[src/rtl/core/wcm_pkg.sv]
// Shared types and constants for the wall column texture mapper.
// Used by every module under rtl/core; depends on nothing else.

package wcm_pkg;

    // Fixed point format and texture limits
    localparam int FRAC_BITS    = 16;
    localparam int MAX_TEX_LOG2 = 8;

    // Field widths
    localparam int Q_W      = 24;
    localparam int HEIGHT_W = 11;
    localparam int TEXW_W   = 9;
    localparam int LOG2_W   = 4;
    localparam int COL_W    = 11;
    localparam int TID_W    = 3;
    localparam int ROW_W    = 10;
    localparam int TEXC_W   = 8;
    localparam int POS_W    = 32;
    localparam int LINE_W   = 16;
    localparam int OFF_W    = LINE_W - 1;

    // Shared divider: numerator holds screen height above the fraction
    localparam int DIV_NUM_W = HEIGHT_W + FRAC_BITS;
    localparam int DIV_DEN_W = Q_W;

    // Signed ray component is split for two narrow partial products
    localparam int MUL_SPLIT = 12;

    // Saturation limits
    localparam logic [LINE_W-1:0] LINE_MAX = {LINE_W{1'b1}};
    localparam logic [Q_W-1:0]    STEP_MAX = {Q_W{1'b1}};
    localparam logic [HEIGHT_W-1:0] HEIGHT_LIMIT = HEIGHT_W'(1024);
    localparam logic [TEXW_W-1:0]   TEXW_LIMIT   = TEXW_W'(256);

    // Configuration register indexes
    localparam int CFG_IDX_W = 3;
    localparam logic [CFG_IDX_W-1:0] REG_SCREEN_HEIGHT   = 3'd0;
    localparam logic [CFG_IDX_W-1:0] REG_TEX_WIDTH       = 3'd1;
    localparam logic [CFG_IDX_W-1:0] REG_TEX_HEIGHT_LOG2 = 3'd2;
    localparam logic [CFG_IDX_W-1:0] REG_PLAYER_X        = 3'd3;
    localparam logic [CFG_IDX_W-1:0] REG_PLAYER_Y        = 3'd4;

    // Item modes and result kinds
    localparam logic MODE_SETUP = 1'b0;
    localparam logic MODE_ROW   = 1'b1;
    localparam logic KIND_SETUP = 1'b0;
    localparam logic KIND_ROW   = 1'b1;

    // Effective configuration, already clamped to legal ranges
    typedef struct packed {
        logic [HEIGHT_W-1:0] eff_height;
        logic [TEXW_W-1:0]   tex_w;
        logic [LOG2_W-1:0]   tex_log2;
        logic [Q_W-1:0]      player_x;
        logic [Q_W-1:0]      player_y;
    } cfg_t;

    // Classified item as it sits in the queue
    typedef struct packed {
        logic             mode;
        logic [COL_W-1:0] column;
        logic [TID_W-1:0] texture;
        logic [Q_W-1:0]   perp_dist;
        logic             side;
        logic [Q_W-1:0]   ray;     // ray component along the wall, signed
        logic             mirror;  // texture column runs backwards
    } item_t;

    // One result item
    typedef struct packed {
        logic              kind;
        logic              valid_res;
        logic [COL_W-1:0]  column;
        logic [TID_W-1:0]  texture;
        logic [ROW_W-1:0]  screen_row;
        logic [TEXC_W-1:0] tex_col;
        logic [TEXC_W-1:0] tex_row;
        logic [ROW_W-1:0]  draw_start;
        logic [ROW_W-1:0]  draw_end;
        logic              last;
    } res_t;

endpackage

[src/rtl/core/wcm_front.sv]
// Front end: takes input transfers, picks the ray component and mirror flag.
// Depends on wcm_pkg; feeds wcm_queue.

module wcm_front
    import wcm_pkg::*;
(
    input  logic        s_axis_tvalid,
    output logic        s_axis_tready,
    input  logic [87:0] s_axis_tdata,  // column, texture_id, perp_dist, hit_side,
                                       // ray_dir_x, ray_dir_y, zero pad
    input  logic [0:0]  s_axis_tuser,  // mode
    input  logic        q_full,
    output logic        push,
    output item_t       push_item
);

    logic [Q_W-1:0] rdx;
    logic [Q_W-1:0] rdy;
    logic           side;

    assign rdx  = s_axis_tdata[62:39];
    assign rdy  = s_axis_tdata[86:63];
    assign side = s_axis_tdata[38];

    // Accept whenever the queue has room
    assign s_axis_tready = !q_full;
    assign push          = s_axis_tvalid && !q_full;

    // Classify: wall coordinate comes from y for a vertical hit, x otherwise;
    // mirror for a positive x ray on a vertical hit or a negative y ray on a
    // horizontal hit
    always_comb
    begin
        push_item.mode      = s_axis_tuser[0];
        push_item.column    = s_axis_tdata[10:0];
        push_item.texture   = s_axis_tdata[13:11];
        push_item.perp_dist = s_axis_tdata[37:14];
        push_item.side      = side;
        push_item.ray       = side ? rdx : rdy;
        push_item.mirror    = side ? rdy[Q_W-1]
                                   : (!rdx[Q_W-1] && (rdx != '0));
    end

endmodule

[src/rtl/core/wcm_queue.sv]
// Short FIFO of classified items between front and back end.
// Depends on wcm_pkg (item_t).

module wcm_queue
    import wcm_pkg::*;
#(
    parameter int DEPTH = 4
)
(
    input  logic  clk,
    input  logic  rst_n,
    input  logic  push,
    input  item_t push_item,
    output logic  full,
    input  logic  pop,
    output logic  nonempty,
    output item_t head
);

    localparam int PTR_W = (DEPTH > 1) ? $clog2(DEPTH) : 1;
    localparam int CNT_W = $clog2(DEPTH + 1);

    item_t            slot_reg [DEPTH];
    logic [PTR_W-1:0] wr_ptr_reg;
    logic [PTR_W-1:0] wr_ptr_next;
    logic [PTR_W-1:0] rd_ptr_reg;
    logic [PTR_W-1:0] rd_ptr_next;
    logic [CNT_W-1:0] count_reg;
    logic [CNT_W-1:0] count_next;

    assign full     = (count_reg == CNT_W'(DEPTH));
    assign nonempty = (count_reg != '0);
    assign head     = slot_reg[rd_ptr_reg];

    // Pointer wrap and occupancy
    always_comb
    begin
        wr_ptr_next = wr_ptr_reg;
        rd_ptr_next = rd_ptr_reg;
        count_next  = count_reg;
        if (push)
        begin
            wr_ptr_next = (wr_ptr_reg == PTR_W'(DEPTH - 1)) ? '0 : wr_ptr_reg + 1'b1;
        end
        if (pop)
        begin
            rd_ptr_next = (rd_ptr_reg == PTR_W'(DEPTH - 1)) ? '0 : rd_ptr_reg + 1'b1;
        end
        if (push && !pop)
        begin
            count_next = count_reg + 1'b1;
        end
        else if (pop && !push)
        begin
            count_next = count_reg - 1'b1;
        end
    end

    always_ff @(posedge clk or negedge rst_n)
    begin
        if (!rst_n)
        begin
            wr_ptr_reg <= '0;
            rd_ptr_reg <= '0;
            count_reg  <= '0;
        end
        else
        begin
            wr_ptr_reg <= wr_ptr_next;
            rd_ptr_reg <= rd_ptr_next;
            count_reg  <= count_next;
        end
    end

    // Storage
    always_ff @(posedge clk)
    begin
        if (push)
        begin
            slot_reg[wr_ptr_reg] <= push_item;
        end
    end

    // No write into a full queue, no read from an empty one
    a_no_overflow: assert property (@(posedge clk) disable iff (!rst_n)
        push |-> (count_reg != CNT_W'(DEPTH)) || pop)
        else $error("queue written while full");

    a_no_underflow: assert property (@(posedge clk) disable iff (!rst_n)
        pop |-> (count_reg != '0))
        else $error("queue read while empty");

endmodule

[src/rtl/core/wcm_div.sv]
// Bit-serial restoring divider, one quotient bit per cycle.
// Depends on wcm_pkg for operand widths; shared by the back end.

module wcm_div
    import wcm_pkg::*;
(
    input  logic                 clk,
    input  logic                 rst_n,
    input  logic                 start,
    input  logic [DIV_NUM_W-1:0] num,
    input  logic [DIV_DEN_W-1:0] den,
    output logic                 busy,
    output logic [DIV_NUM_W-1:0] quot
);

    localparam int CNT_W = $clog2(DIV_NUM_W);

    logic                 busy_reg;
    logic                 busy_next;
    logic [CNT_W-1:0]     cnt_reg;
    logic [CNT_W-1:0]     cnt_next;
    logic [DIV_NUM_W-1:0] num_reg;
    logic [DIV_NUM_W-1:0] num_next;
    logic [DIV_DEN_W-1:0] den_reg;
    logic [DIV_DEN_W-1:0] den_next;
    logic [DIV_DEN_W-1:0] rem_reg;
    logic [DIV_DEN_W-1:0] rem_next;
    logic [DIV_NUM_W-1:0] quot_reg;
    logic [DIV_NUM_W-1:0] quot_next;
    logic [DIV_DEN_W:0]   trial;
    logic [DIV_DEN_W:0]   diff;
    logic                 fits;

    assign busy = busy_reg;
    assign quot = quot_reg;

    // One trial subtraction per cycle
    assign trial = {rem_reg, num_reg[DIV_NUM_W-1]};
    assign diff  = trial - {1'b0, den_reg};
    assign fits  = (trial >= {1'b0, den_reg});

    always_comb
    begin
        busy_next = busy_reg;
        cnt_next  = cnt_reg;
        num_next  = num_reg;
        den_next  = den_reg;
        rem_next  = rem_reg;
        quot_next = quot_reg;
        if (start)
        begin
            busy_next = 1'b1;
            cnt_next  = '0;
            num_next  = num;
            den_next  = den;
            rem_next  = '0;
            quot_next = '0;
        end
        else if (busy_reg)
        begin
            num_next  = {num_reg[DIV_NUM_W-2:0], 1'b0};
            rem_next  = fits ? diff[DIV_DEN_W-1:0] : trial[DIV_DEN_W-1:0];
            quot_next = {quot_reg[DIV_NUM_W-2:0], fits};
            cnt_next  = cnt_reg + 1'b1;
            if (cnt_reg == CNT_W'(DIV_NUM_W - 1))
            begin
                busy_next = 1'b0;
            end
        end
    end

    always_ff @(posedge clk or negedge rst_n)
    begin
        if (!rst_n)
        begin
            busy_reg <= 1'b0;
            cnt_reg  <= '0;
        end
        else
        begin
            busy_reg <= busy_next;
            cnt_reg  <= cnt_next;
        end
    end

    always_ff @(posedge clk)
    begin
        num_reg  <= num_next;
        den_reg  <= den_next;
        rem_reg  <= rem_next;
        quot_reg <= quot_next;
    end

endmodule

[src/rtl/core/wcm_back.sv]
// Back end: column set-up sequencer, per-row stepping and output register.
// Depends on wcm_pkg and wcm_div.

module wcm_back
    import wcm_pkg::*;
(
    input  logic  clk,
    input  logic  rst_n,
    input  cfg_t  cfg,
    input  logic  q_nonempty,
    input  item_t q_head,
    output logic  q_pop,
    output logic  out_valid,
    input  logic  out_ready,
    output res_t  out_res
);

    localparam logic [2:0] ST_IDLE     = 3'd0;
    localparam logic [2:0] ST_MUL_HI   = 3'd1;
    localparam logic [2:0] ST_TEXCOL   = 3'd2;
    localparam logic [2:0] ST_DIV_H    = 3'd3;
    localparam logic [2:0] ST_STEP_GO  = 3'd4;
    localparam logic [2:0] ST_DIV_STEP = 3'd5;
    localparam logic [2:0] ST_POS      = 3'd6;
    localparam logic [2:0] ST_EMIT     = 3'd7;

    localparam int PLO_W = Q_W + MUL_SPLIT;
    localparam int PHI_W = Q_W + 1 + (Q_W - MUL_SPLIT);
    localparam int TXP_W = FRAC_BITS + TEXW_W;
    localparam int TPF_W = OFF_W + Q_W;

    // Sequencer and set-up working registers
    logic [2:0]          state_reg, state_next;
    logic [Q_W-1:0]      pd_reg, pd_next;
    logic [Q_W-1:0]      ray_reg, ray_next;
    logic                side_reg, side_next;
    logic                mirror_reg, mirror_next;
    logic [COL_W-1:0]    col_reg, col_next;
    logic [TID_W-1:0]    tid_reg, tid_next;
    logic [POS_W-1:0]    plo_reg, plo_next;
    logic [POS_W-1:0]    prod_reg, prod_next;
    logic [TEXC_W-1:0]   txc_reg, txc_next;
    logic [LINE_W-1:0]   line_h_reg, line_h_next;
    logic [ROW_W-1:0]    start_reg, start_next;
    logic [ROW_W-1:0]    end_reg, end_next;
    logic [OFF_W-1:0]    off_reg, off_next;
    logic [Q_W-1:0]      step_reg, step_next;
    logic [POS_W-1:0]    tpos_reg, tpos_next;

    // Column state
    logic [ROW_W-1:0]    row_now_reg, row_now_next;
    logic [ROW_W-1:0]    row_stop_reg, row_stop_next;
    logic [POS_W-1:0]    tex_pos_reg, tex_pos_next;
    logic [Q_W-1:0]      tex_step_reg, tex_step_next;
    logic [TEXC_W-1:0]   slice_tex_col_reg, slice_tex_col_next;
    logic [COL_W-1:0]    slice_column_reg, slice_column_next;
    logic [TID_W-1:0]    slice_texture_reg, slice_texture_next;
    logic                slice_active_reg, slice_active_next;

    // Output register
    logic                out_valid_reg, out_valid_next;
    res_t                out_res_reg, out_res_next;

    // Divider hookup
    logic                 div_start;
    logic [DIV_NUM_W-1:0] div_num;
    logic [DIV_DEN_W-1:0] div_den;
    logic                 div_busy;
    logic [DIV_NUM_W-1:0] div_quot;

    // Datapath intermediates
    logic                     out_free;
    logic [PLO_W-1:0]         plo_full;
    logic signed [PHI_W-1:0]  phi_full;
    logic [Q_W-1:0]           pos_sel;
    logic [FRAC_BITS-1:0]     frac;
    logic [TXP_W-1:0]         txp;
    logic [TEXW_W-1:0]        tx;
    logic [TEXW_W-1:0]        tx_mir;
    logic [ROW_W-1:0]         hh;
    logic [OFF_W-1:0]         lh2;
    logic [LINE_W-1:0]        end_sum;
    logic [DIV_NUM_W-1:0]     step_num;
    logic [TPF_W-1:0]         tpos_full;
    logic [MAX_TEX_LOG2:0]    hmask;
    logic [TEXC_W-1:0]        tex_row;
    logic [ROW_W-1:0]         row_inc;
    logic                     row_last;

    assign out_free  = !out_valid_reg || out_ready;
    assign out_valid = out_valid_reg;
    assign out_res   = out_res_reg;

    wcm_div u_div (
        .clk   (clk),
        .rst_n (rst_n),
        .start (div_start),
        .num   (div_num),
        .den   (div_den),
        .busy  (div_busy),
        .quot  (div_quot)
    );

    // Wall hit product pd * ray, low bits only, split in two partial products
    assign plo_full = PLO_W'(q_head.perp_dist) * PLO_W'(q_head.ray[MUL_SPLIT-1:0]);
    assign phi_full = PHI_W'($signed({1'b0, pd_reg})) *
                      PHI_W'($signed(ray_reg[Q_W-1:MUL_SPLIT]));

    // Texture column from the fractional hit position
    assign pos_sel = side_reg ? cfg.player_x : cfg.player_y;
    assign frac    = pos_sel[FRAC_BITS-1:0] + prod_reg[2*FRAC_BITS-1:FRAC_BITS];
    assign txp     = TXP_W'(frac) * TXP_W'(cfg.tex_w);
    assign tx      = txp[TXP_W-1:FRAC_BITS];
    assign tx_mir  = cfg.tex_w - tx - 1'b1;

    // Slice rows from the line height
    assign hh      = cfg.eff_height[HEIGHT_W-1:1];
    assign lh2     = line_h_reg[LINE_W-1:1];
    assign end_sum = LINE_W'(hh) + LINE_W'(lh2);

    // Texture step numerator is the texture height in fixed point
    assign step_num  = DIV_NUM_W'(1) << (int'(cfg.tex_log2) + FRAC_BITS);
    assign tpos_full = TPF_W'(off_reg) * TPF_W'(step_reg);

    // Per-row texture row with wrap to the texture height
    assign hmask    = ((MAX_TEX_LOG2 + 1)'(1) << cfg.tex_log2) - 1'b1;
    assign tex_row  = tex_pos_reg[FRAC_BITS+TEXC_W-1:FRAC_BITS] & hmask[TEXC_W-1:0];
    assign row_inc  = row_now_reg + 1'b1;
    assign row_last = (row_inc >= row_stop_reg);

    // Divider operand select
    always_comb
    begin
        div_start = 1'b0;
        div_num   = {cfg.eff_height, {FRAC_BITS{1'b0}}};
        div_den   = q_head.perp_dist;
        if (state_reg == ST_IDLE)
        begin
            div_start = q_nonempty && (q_head.mode == MODE_SETUP)
                        && (q_head.perp_dist != '0);
        end
        else if (state_reg == ST_STEP_GO)
        begin
            div_start = 1'b1;
            div_num   = step_num;
            div_den   = DIV_DEN_W'(line_h_reg);
        end
    end

    // Sequencer
    always_comb
    begin
        state_next         = state_reg;
        pd_next            = pd_reg;
        ray_next           = ray_reg;
        side_next          = side_reg;
        mirror_next        = mirror_reg;
        col_next           = col_reg;
        tid_next           = tid_reg;
        plo_next           = plo_reg;
        prod_next          = prod_reg;
        txc_next           = txc_reg;
        line_h_next        = line_h_reg;
        start_next         = start_reg;
        end_next           = end_reg;
        off_next           = off_reg;
        step_next          = step_reg;
        tpos_next          = tpos_reg;
        row_now_next       = row_now_reg;
        row_stop_next      = row_stop_reg;
        tex_pos_next       = tex_pos_reg;
        tex_step_next      = tex_step_reg;
        slice_tex_col_next = slice_tex_col_reg;
        slice_column_next  = slice_column_reg;
        slice_texture_next = slice_texture_reg;
        slice_active_next  = slice_active_reg;
        out_valid_next     = out_valid_reg && !out_ready;
        out_res_next       = out_res_reg;
        q_pop              = 1'b0;

        case (state_reg)
            ST_IDLE:
            begin
                if (q_nonempty && (q_head.mode == MODE_SETUP))
                begin
                    // Latch the set-up item, first partial product
                    q_pop       = 1'b1;
                    pd_next     = q_head.perp_dist;
                    ray_next    = q_head.ray;
                    side_next   = q_head.side;
                    mirror_next = q_head.mirror;
                    col_next    = q_head.column;
                    tid_next    = q_head.texture;
                    plo_next    = plo_full[POS_W-1:0];
                    state_next  = ST_MUL_HI;
                end
                else if (q_nonempty && out_free)
                begin
                    // Row step, one per cycle while the output register is free
                    q_pop          = 1'b1;
                    out_valid_next = 1'b1;
                    out_res_next   = '0;
                    out_res_next.kind = KIND_ROW;
                    if (slice_active_reg)
                    begin
                        out_res_next.valid_res  = 1'b1;
                        out_res_next.column     = slice_column_reg;
                        out_res_next.texture    = slice_texture_reg;
                        out_res_next.screen_row = row_now_reg;
                        out_res_next.tex_col    = slice_tex_col_reg;
                        out_res_next.tex_row    = tex_row;
                        out_res_next.last       = row_last;
                        tex_pos_next = tex_pos_reg + POS_W'(tex_step_reg);
                        row_now_next = row_inc;
                        if (row_last)
                        begin
                            slice_active_next = 1'b0;
                        end
                    end
                end
            end

            ST_MUL_HI:
            begin
                prod_next  = plo_reg + {phi_full[POS_W-MUL_SPLIT-1:0], {MUL_SPLIT{1'b0}}};
                state_next = ST_TEXCOL;
            end

            ST_TEXCOL:
            begin
                txc_next   = mirror_reg ? tx_mir[TEXC_W-1:0] : tx[TEXC_W-1:0];
                state_next = ST_DIV_H;
            end

            ST_DIV_H:
            begin
                // Zero distance gives the tallest slice
                if (pd_reg == '0)
                begin
                    line_h_next = LINE_MAX;
                    state_next  = ST_STEP_GO;
                end
                else if (!div_busy)
                begin
                    if (div_quot > DIV_NUM_W'(LINE_MAX))
                    begin
                        line_h_next = LINE_MAX;
                    end
                    else if (div_quot == '0)
                    begin
                        line_h_next = LINE_W'(1);
                    end
                    else
                    begin
                        line_h_next = div_quot[LINE_W-1:0];
                    end
                    state_next = ST_STEP_GO;
                end
            end

            ST_STEP_GO:
            begin
                // Clamp the slice to the screen while the step divides
                if (OFF_W'(hh) > lh2)
                begin
                    start_next = hh - lh2[ROW_W-1:0];
                    off_next   = '0;
                end
                else
                begin
                    start_next = '0;
                    off_next   = lh2 - OFF_W'(hh);
                end
                if (end_sum >= LINE_W'(cfg.eff_height))
                begin
                    end_next = ROW_W'(cfg.eff_height - 1'b1);
                end
                else
                begin
                    end_next = end_sum[ROW_W-1:0];
                end
                state_next = ST_DIV_STEP;
            end

            ST_DIV_STEP:
            begin
                if (!div_busy)
                begin
                    step_next  = (div_quot > DIV_NUM_W'(STEP_MAX)) ? STEP_MAX
                                                                  : div_quot[Q_W-1:0];
                    state_next = ST_POS;
                end
            end

            ST_POS:
            begin
                tpos_next  = tpos_full[POS_W-1:0];
                state_next = ST_EMIT;
            end

            ST_EMIT:
            begin
                if (out_free)
                begin
                    out_valid_next          = 1'b1;
                    out_res_next            = '0;
                    out_res_next.kind       = KIND_SETUP;
                    out_res_next.valid_res  = (start_reg < end_reg);
                    out_res_next.column     = col_reg;
                    out_res_next.texture    = tid_reg;
                    out_res_next.tex_col    = txc_reg;
                    out_res_next.draw_start = start_reg;
                    out_res_next.draw_end   = end_reg;
                    // New column replaces any column still in progress
                    row_now_next       = start_reg;
                    row_stop_next      = end_reg;
                    tex_pos_next       = tpos_reg;
                    tex_step_next      = step_reg;
                    slice_tex_col_next = txc_reg;
                    slice_column_next  = col_reg;
                    slice_texture_next = tid_reg;
                    slice_active_next  = (start_reg < end_reg);
                    state_next         = ST_IDLE;
                end
            end

            default:
            begin
                state_next = ST_IDLE;
            end
        endcase
    end

    // Control and column state
    always_ff @(posedge clk or negedge rst_n)
    begin
        if (!rst_n)
        begin
            state_reg         <= ST_IDLE;
            out_valid_reg     <= 1'b0;
            row_now_reg       <= '0;
            row_stop_reg      <= '0;
            tex_pos_reg       <= '0;
            tex_step_reg      <= '0;
            slice_tex_col_reg <= '0;
            slice_column_reg  <= '0;
            slice_texture_reg <= '0;
            slice_active_reg  <= 1'b0;
        end
        else
        begin
            state_reg         <= state_next;
            out_valid_reg     <= out_valid_next;
            row_now_reg       <= row_now_next;
            row_stop_reg      <= row_stop_next;
            tex_pos_reg       <= tex_pos_next;
            tex_step_reg      <= tex_step_next;
            slice_tex_col_reg <= slice_tex_col_next;
            slice_column_reg  <= slice_column_next;
            slice_texture_reg <= slice_texture_next;
            slice_active_reg  <= slice_active_next;
        end
    end

    // Payload
    always_ff @(posedge clk)
    begin
        pd_reg      <= pd_next;
        ray_reg     <= ray_next;
        side_reg    <= side_next;
        mirror_reg  <= mirror_next;
        col_reg     <= col_next;
        tid_reg     <= tid_next;
        plo_reg     <= plo_next;
        prod_reg    <= prod_next;
        txc_reg     <= txc_next;
        line_h_reg  <= line_h_next;
        start_reg   <= start_next;
        end_reg     <= end_next;
        off_reg     <= off_next;
        step_reg    <= step_next;
        tpos_reg    <= tpos_next;
        out_res_reg <= out_res_next;
    end

    // An active column always has rows left
    a_active_rows: assert property (@(posedge clk) disable iff (!rst_n)
        slice_active_reg |-> (row_now_reg < row_stop_reg))
        else $error("active column with no rows left");

    // The shared divider is never restarted mid-division
    a_div_free: assert property (@(posedge clk) disable iff (!rst_n)
        div_start |-> !div_busy)
        else $error("divider restarted while busy");

    // The step division never sees a zero line height
    a_step_den: assert property (@(posedge clk) disable iff (!rst_n)
        (state_reg == ST_STEP_GO) |-> (line_h_reg != '0))
        else $error("zero line height at step division");

    // Queue is only drained when an item is present
    a_pop_valid: assert property (@(posedge clk) disable iff (!rst_n)
        q_pop |-> q_nonempty)
        else $error("pop without queued item");

endmodule

[src/rtl/core/wall_column_texture_mapper_unit.sv]
// Top level of the wall column texture mapper: configuration registers,
// front end, item queue and back end. Depends on wcm_pkg and all wcm_ modules.
// Usage:
//   Input stream s_axis_*: tuser selects set-up (0) or row (1). A set-up
//   transfer carries one screen column's distance, hit side and ray; each
//   row transfer then yields one pixel of that column's wall slice.
//   Output stream m_axis_*: one result transfer per input transfer, in order.
//   tuser[0] is the kind, tuser[1] says a row holds a pixel or a set-up has
//   rows pending, tlast marks the final row of the column.
//   Configuration: cfg_valid/cfg_index/cfg_data write one register; always
//   ready. Write only while the block is idle.
// Timing: rows stream one per cycle while no set-up is in progress and the output
//   is not stalled, each passing through the item queue and the output register.
//   A set-up item runs a 27-step bit-serial division for the slice height (skipped
//   at zero distance), another for the texture step, and the set-up multiplies.
// Reset: registers return to 480 rows, 64 texels wide, height log2 6, player
//   at the origin; no column is active and the queue is empty.
// Stall: the output register holds its result while m_axis_tready is low; the
//   queue keeps taking input until it is full, then s_axis_tready drops.

module wall_column_texture_mapper_unit
    import wcm_pkg::*;
#(
    parameter int QUEUE_DEPTH = 4
)
(
    input  logic                 clk,
    input  logic                 rst_n,

    input  logic                 s_axis_tvalid,
    output logic                 s_axis_tready,
    input  logic [87:0]          s_axis_tdata,  // column, texture_id, perp_dist,
                                                // hit_side, ray_dir_x, ray_dir_y, pad
    input  logic [0:0]           s_axis_tuser,  // mode

    output logic                 m_axis_tvalid,
    input  logic                 m_axis_tready,
    output logic [63:0]          m_axis_tdata,  // out_column, out_texture, screen_row,
                                                // tex_col, tex_row, draw_start,
                                                // draw_end, pad
    output logic [1:0]           m_axis_tuser,  // kind, valid_res
    output logic                 m_axis_tlast,  // last

    input  logic                 cfg_valid,
    output logic                 cfg_ready,
    input  logic [CFG_IDX_W-1:0] cfg_index,
    input  logic [Q_W-1:0]       cfg_data
);

    logic [HEIGHT_W-1:0] screen_height_reg;
    logic [TEXW_W-1:0]   tex_width_reg;
    logic [LOG2_W-1:0]   tex_height_log2_reg;
    logic [Q_W-1:0]      player_x_reg;
    logic [Q_W-1:0]      player_y_reg;
    cfg_t                cfg;

    logic  q_full;
    logic  push;
    item_t push_item;
    logic  q_pop;
    logic  q_nonempty;
    item_t q_head;
    res_t  res;

    assign cfg_ready = 1'b1;

    // Configuration registers
    always_ff @(posedge clk or negedge rst_n)
    begin
        if (!rst_n)
        begin
            screen_height_reg   <= HEIGHT_W'(480);
            tex_width_reg       <= TEXW_W'(64);
            tex_height_log2_reg <= LOG2_W'(6);
            player_x_reg        <= '0;
            player_y_reg        <= '0;
        end
        else if (cfg_valid)
        begin
            case (cfg_index)
                REG_SCREEN_HEIGHT:   screen_height_reg   <= cfg_data[HEIGHT_W-1:0];
                REG_TEX_WIDTH:       tex_width_reg       <= cfg_data[TEXW_W-1:0];
                REG_TEX_HEIGHT_LOG2: tex_height_log2_reg <= cfg_data[LOG2_W-1:0];
                REG_PLAYER_X:        player_x_reg        <= cfg_data;
                REG_PLAYER_Y:        player_y_reg        <= cfg_data;
                default:             ;
            endcase
        end
    end

    // Clamp registers to their usable ranges
    always_comb
    begin
        cfg.eff_height = (screen_height_reg == '0) ? HEIGHT_W'(1)
                       : (screen_height_reg > HEIGHT_LIMIT) ? HEIGHT_LIMIT
                       : screen_height_reg;
        cfg.tex_w      = (tex_width_reg == '0) ? TEXW_W'(1)
                       : (tex_width_reg > TEXW_LIMIT) ? TEXW_LIMIT
                       : tex_width_reg;
        cfg.tex_log2   = (tex_height_log2_reg > LOG2_W'(MAX_TEX_LOG2))
                       ? LOG2_W'(MAX_TEX_LOG2) : tex_height_log2_reg;
        cfg.player_x   = player_x_reg;
        cfg.player_y   = player_y_reg;
    end

    wcm_front u_front (
        .s_axis_tvalid (s_axis_tvalid),
        .s_axis_tready (s_axis_tready),
        .s_axis_tdata  (s_axis_tdata),
        .s_axis_tuser  (s_axis_tuser),
        .q_full        (q_full),
        .push          (push),
        .push_item     (push_item)
    );

    wcm_queue #(
        .DEPTH (QUEUE_DEPTH)
    ) u_queue (
        .clk       (clk),
        .rst_n     (rst_n),
        .push      (push),
        .push_item (push_item),
        .full      (q_full),
        .pop       (q_pop),
        .nonempty  (q_nonempty),
        .head      (q_head)
    );

    wcm_back u_back (
        .clk        (clk),
        .rst_n      (rst_n),
        .cfg        (cfg),
        .q_nonempty (q_nonempty),
        .q_head     (q_head),
        .q_pop      (q_pop),
        .out_valid  (m_axis_tvalid),
        .out_ready  (m_axis_tready),
        .out_res    (res)
    );

    // Result packing
    assign m_axis_tdata = {4'b0, res.draw_end, res.draw_start, res.tex_row, res.tex_col,
                           res.screen_row, res.texture, res.column};
    assign m_axis_tuser = {res.valid_res, res.kind};
    assign m_axis_tlast = res.last;

endmodule

[config.mk]
export PLATFORM = sky130hd
export DESIGN_NAME = wall_column_texture_mapper_unit
export DESIGN_NICKNAME = d
export VERILOG_FILES = /design/src/rtl/core/wcm_pkg.sv /design/src/rtl/core/wcm_front.sv /design/src/rtl/core/wcm_queue.sv /design/src/rtl/core/wcm_div.sv /design/src/rtl/core/wcm_back.sv /design/src/rtl/core/wall_column_texture_mapper_unit.sv
export SDC_FILE = /design/constraint.sdc
export NUM_CORES = 2
export LEC_CHECK = 0
export ABC_AREA = 1
export BUFFER_PORTS_ARGS = -buffer_cell sky130_fd_sc_hd__buf_2
export CORE_ASPECT_RATIO = 0.5
export CORE_MARGIN = 2
export CORE_UTILIZATION = 67
export CTS_CLUSTER_SIZE = 14
export DETAILED_ROUTE_END_ITERATION = 10
export GPL_TIMING_DRIVEN = 1
export PLACE_DENSITY_LB_ADDON = 0.3
export REMOVE_ABC_BUFFERS = 1
export SKIP_LAST_GASP = 1
export SLEW_MARGIN = 20
export SYNTH_ARGS = -nofsm -noshare
export SYNTH_HDL_FRONTEND = slang
export SYNTH_SLANG_ARGS = --single-unit
[constraint.sdc]
create_clock -name clk -period 23.4 [get_ports clk]
set_input_delay 2.34 -clock clk [delete_from_list [all_inputs] [get_ports clk]]
set_output_delay 2.34 -clock clk [all_outputs]
set_load 0.005 [all_outputs]
==> results.yml <==
status:
  status: "completed"
clock_tree:
  cts_hold_buf: 0
  cts_setup_buffers: 0
  clkSinkCount: 768
  worstSkewPairLatency_ns: 0.73
  cts_resized: 0
  cts_max_path_buffers: 3
  worst_setup_hold_path_clk_slew_ns: 0.07
  htree_num_levels: 3
  cts-buffers-inserted: 71
  tritoncts: "done"
  cts.root.buffer_cell: "sky130_fd_sc_hd__clkbuf_16"
die:
  die_span_x_microns: 427.6
  initial_core_utilization_pct: 67.82
  dieHeight_microns: 215.8
  core_area_sq_um: 88640
  row_count: 77
  die-area_sq_um: 92280
  boundaryPins: 191
sta:
  worst_slew_pin_slew_ns: 1.115
  slew_headroom_pct: 25.48
  timing.setup.tns_ns: 0
  fmaxAchievable_ghz: 0.1140
  slew_viol_final: 0
  setup_ws_ns: 14.63
  min_period_ns: 8.770
  minimum_hold_slack_ns: 0.4602
  hold_viol_final: 0
  rsz0062_at_grt: "no"
  final-setup-viol-count: 0
  finalCritPeriodShare_pct: 37.48
  worst_clock_skew_ns: 0.05612
synthesis:
  dominant_cells_by_area_after_synthesis: "sky130_fd_sc_hd__edfxtp_1 (28%), sky130_fd_sc_hd__fa_1 (21%), sky130_fd_sc_hd__nand2_1 (9.1%)"
  synth.yosys.seq_area_share_pct: 36.16
  post_synth_instance_area_sq_um: 60110
  postSynthRegisterBits: 768
  average_instance_area_after_synthesis_sq_um: 9.277
  synth_ff_type: "sky130_fd_sc_hd__edfxtp_1"
  netlist.top_cell.by_area: "sky130_fd_sc_hd__edfxtp_1"
  yosysTopAreaCellShare_pct: 27.62
  synth_edf_count: 553
  synthCells: 6480
  ys.warnings.count: 0
  ys_types: 72
  synth_async_reset_ratio_pct: 21.35
worst_setup_path:
  reg2reg_slack_ns: 14.63
  timing.reg2reg.worst_path_depth: 41
  critPathLaunchType: "flop"
  cp_common_cell: "sky130_fd_sc_hd__nand2_1"
  worst_path_max_delay_cell: "sky130_fd_sc_hd__edfxtp_1"
  worstPathArrival_ns: 9.20
  worstPathRequired_ns: 23.83
  crit-reg2reg-launch: "u_back.side_reg"
  r2r_end: "u_back.txc_reg[7]"
  crit_path_max_fanout: 16
  crit_path_max_incr_delay_ns: 0.85
  timing.setup.critical_path_class: "flop to flop"
  sort_of_element_at_the_end_of_the_critical_path: "flop"
finish:
  mostFrequentLayoutCells: "sky130_fd_sc_hd__nand2_1 (1456), sky130_fd_sc_hd__inv_1 (1188), sky130_fd_sc_hd__fa_1 (624), sky130_fd_sc_hd__edfxtp_1 (553), sky130_fd_sc_hd__nor2_1 (466)"
  final_design_area_no_fill_sq_um: 64090
  final_layout_size_suffix_gt1_share_pct: 6.795
  finalNetCount: 7637
  mostFrequentLayoutCell: "sky130_fd_sc_hd__nand2_1"
  largest_register_ffs: 260
  syn_to_final_growth_pct: 6.621
  antenna_cells: 0
min_path:
  whs_endpoint: "u_back.u_div.quot[26]"
  whs_path_depth: 2
  min_path_type: "flop to flop"
  hold_start: "u_back.u_div.quot[26]"
drt:
  routed_wire_per_std_cell_microns: 18.91
  detailedRoute.firstPassIterationCount: 6
  via_count: 45000
  drc_errors: 0
  via_cell_ratio: 5.785
  finalWirelength_microns: 147100
  detailedRoute.firstIterationViolations: 4356
  detail-route-antenna-nets: 0
global_route:
  groute.usage.overall_pct: 32.77
  wire_length_of_the_first_global_routing_pass_microns: 238100
  overflow: 0
  grt_antenna_before_repair: 2
  grt_start_max_net_pins: 91
  grt_pass1_vias: 46640
placement:
  portbufs: 176
  dp_hpwl_microns: 109000
  post_dp_cell_area_sq_um: 61800
  globalplace.congestion: 0.9361
  detailedPlace.worstSlack_ns: 14.80
flow_run:
  drv.max_cap_violation_count: 0
-- layout make-up --
class	count	area, sq um
repair buffers	211	1150
flip-flops and latches	768	21740
multi-input cells	4265	32870
inverters	1218	4577
clock buffers	109	1969
well taps	1185	1483
clock inverters	22	297.8
fillers	6365	24540
-- through the flow --
stage	cells	utilization, %
after floorplan	6251	-
after detailed placement	7647	69.73
after global routing	7778	72.31
final	7778	72.31
after global placement	7647	69.73
after CTS	7778	72.29
-- kinds of logic (layout without fill, tap and decap cells) --
logic type / Yosys count / after routing / share of synthesized area, %
simple gates: 2216 / 2216 / 14.89
buf+inv: 1450 / 1560 / 9.302
fa+ha+maj: 981 / 981 / 28.21
compound gates: 817 / 817 / 7.664
flops: 768 / 768 / 36.16
xor+xnor: 206 / 206 / 3.001
mux: 40 / 40 / 0.7493
other cells: 2 / 5 / 0.01249
-- worst max-delay path by stage --
stage / depth (start not counted) / to / startpoint
2_1_floorplan: 23 / u_back.plo_reg[31] / u_queue.rd_ptr_reg[0]
3_3_place_gp: 39 / u_back.txc_reg[7] / u_back.side_reg
3_5_place_dp: 39 / u_back.txc_reg[7] / u_back.side_reg
4_1_cts: 39 / u_back.txc_reg[7] / u_back.side_reg
5_1_grt: 39 / u_back.txc_reg[7] / u_back.side_reg
6_report: 41 / u_back.txc_reg[7] / u_back.side_reg
-- metal layers --
layer / GRT usage, % / vias to the layer above / part of all wire, %
met1: 43.78 / 22120 / 41
met4: 12.43 / 2 / 3.6
met5: 0 / - / 0.014
met2: 53.41 / 1999 / 47
met3: 6.540 / 363 / 8.8
li1: - / 20520 / -
-- cells in the mapped netlist, drive strengths merged, types with 20 or more instances --
cell	count
dfxtp	51
o22ai	62
ha	357
dfrtp	157
a21oi	247
nand3	144
fa	624
nor3	33
mux2	40
nor4	21
edfxtp	553
o211ai	20
nand4	41
xor2	153
clkbuf	176
xnor2	53
o21ai	375
buf	56
nor2	479
nand2	1473
inv	1207
-- critical path, delay by kind of cell (launching register included) --
family	cells	cell delay, ns
flip-flops	1	0.85
AND/OR/NAND/NOR	16	1.46
multiplexers	1	0.41
adder cells (fa/ha/maj)	8	3.38
XOR/XNOR	2	0.79
AO/OA/AOI/OAI	8	1.23
buffers and inverters	6	0.41
Power is left out: the tool's default activity adds up to more than one toggle a clock period on the data nets, which glitch-free logic cannot reach.
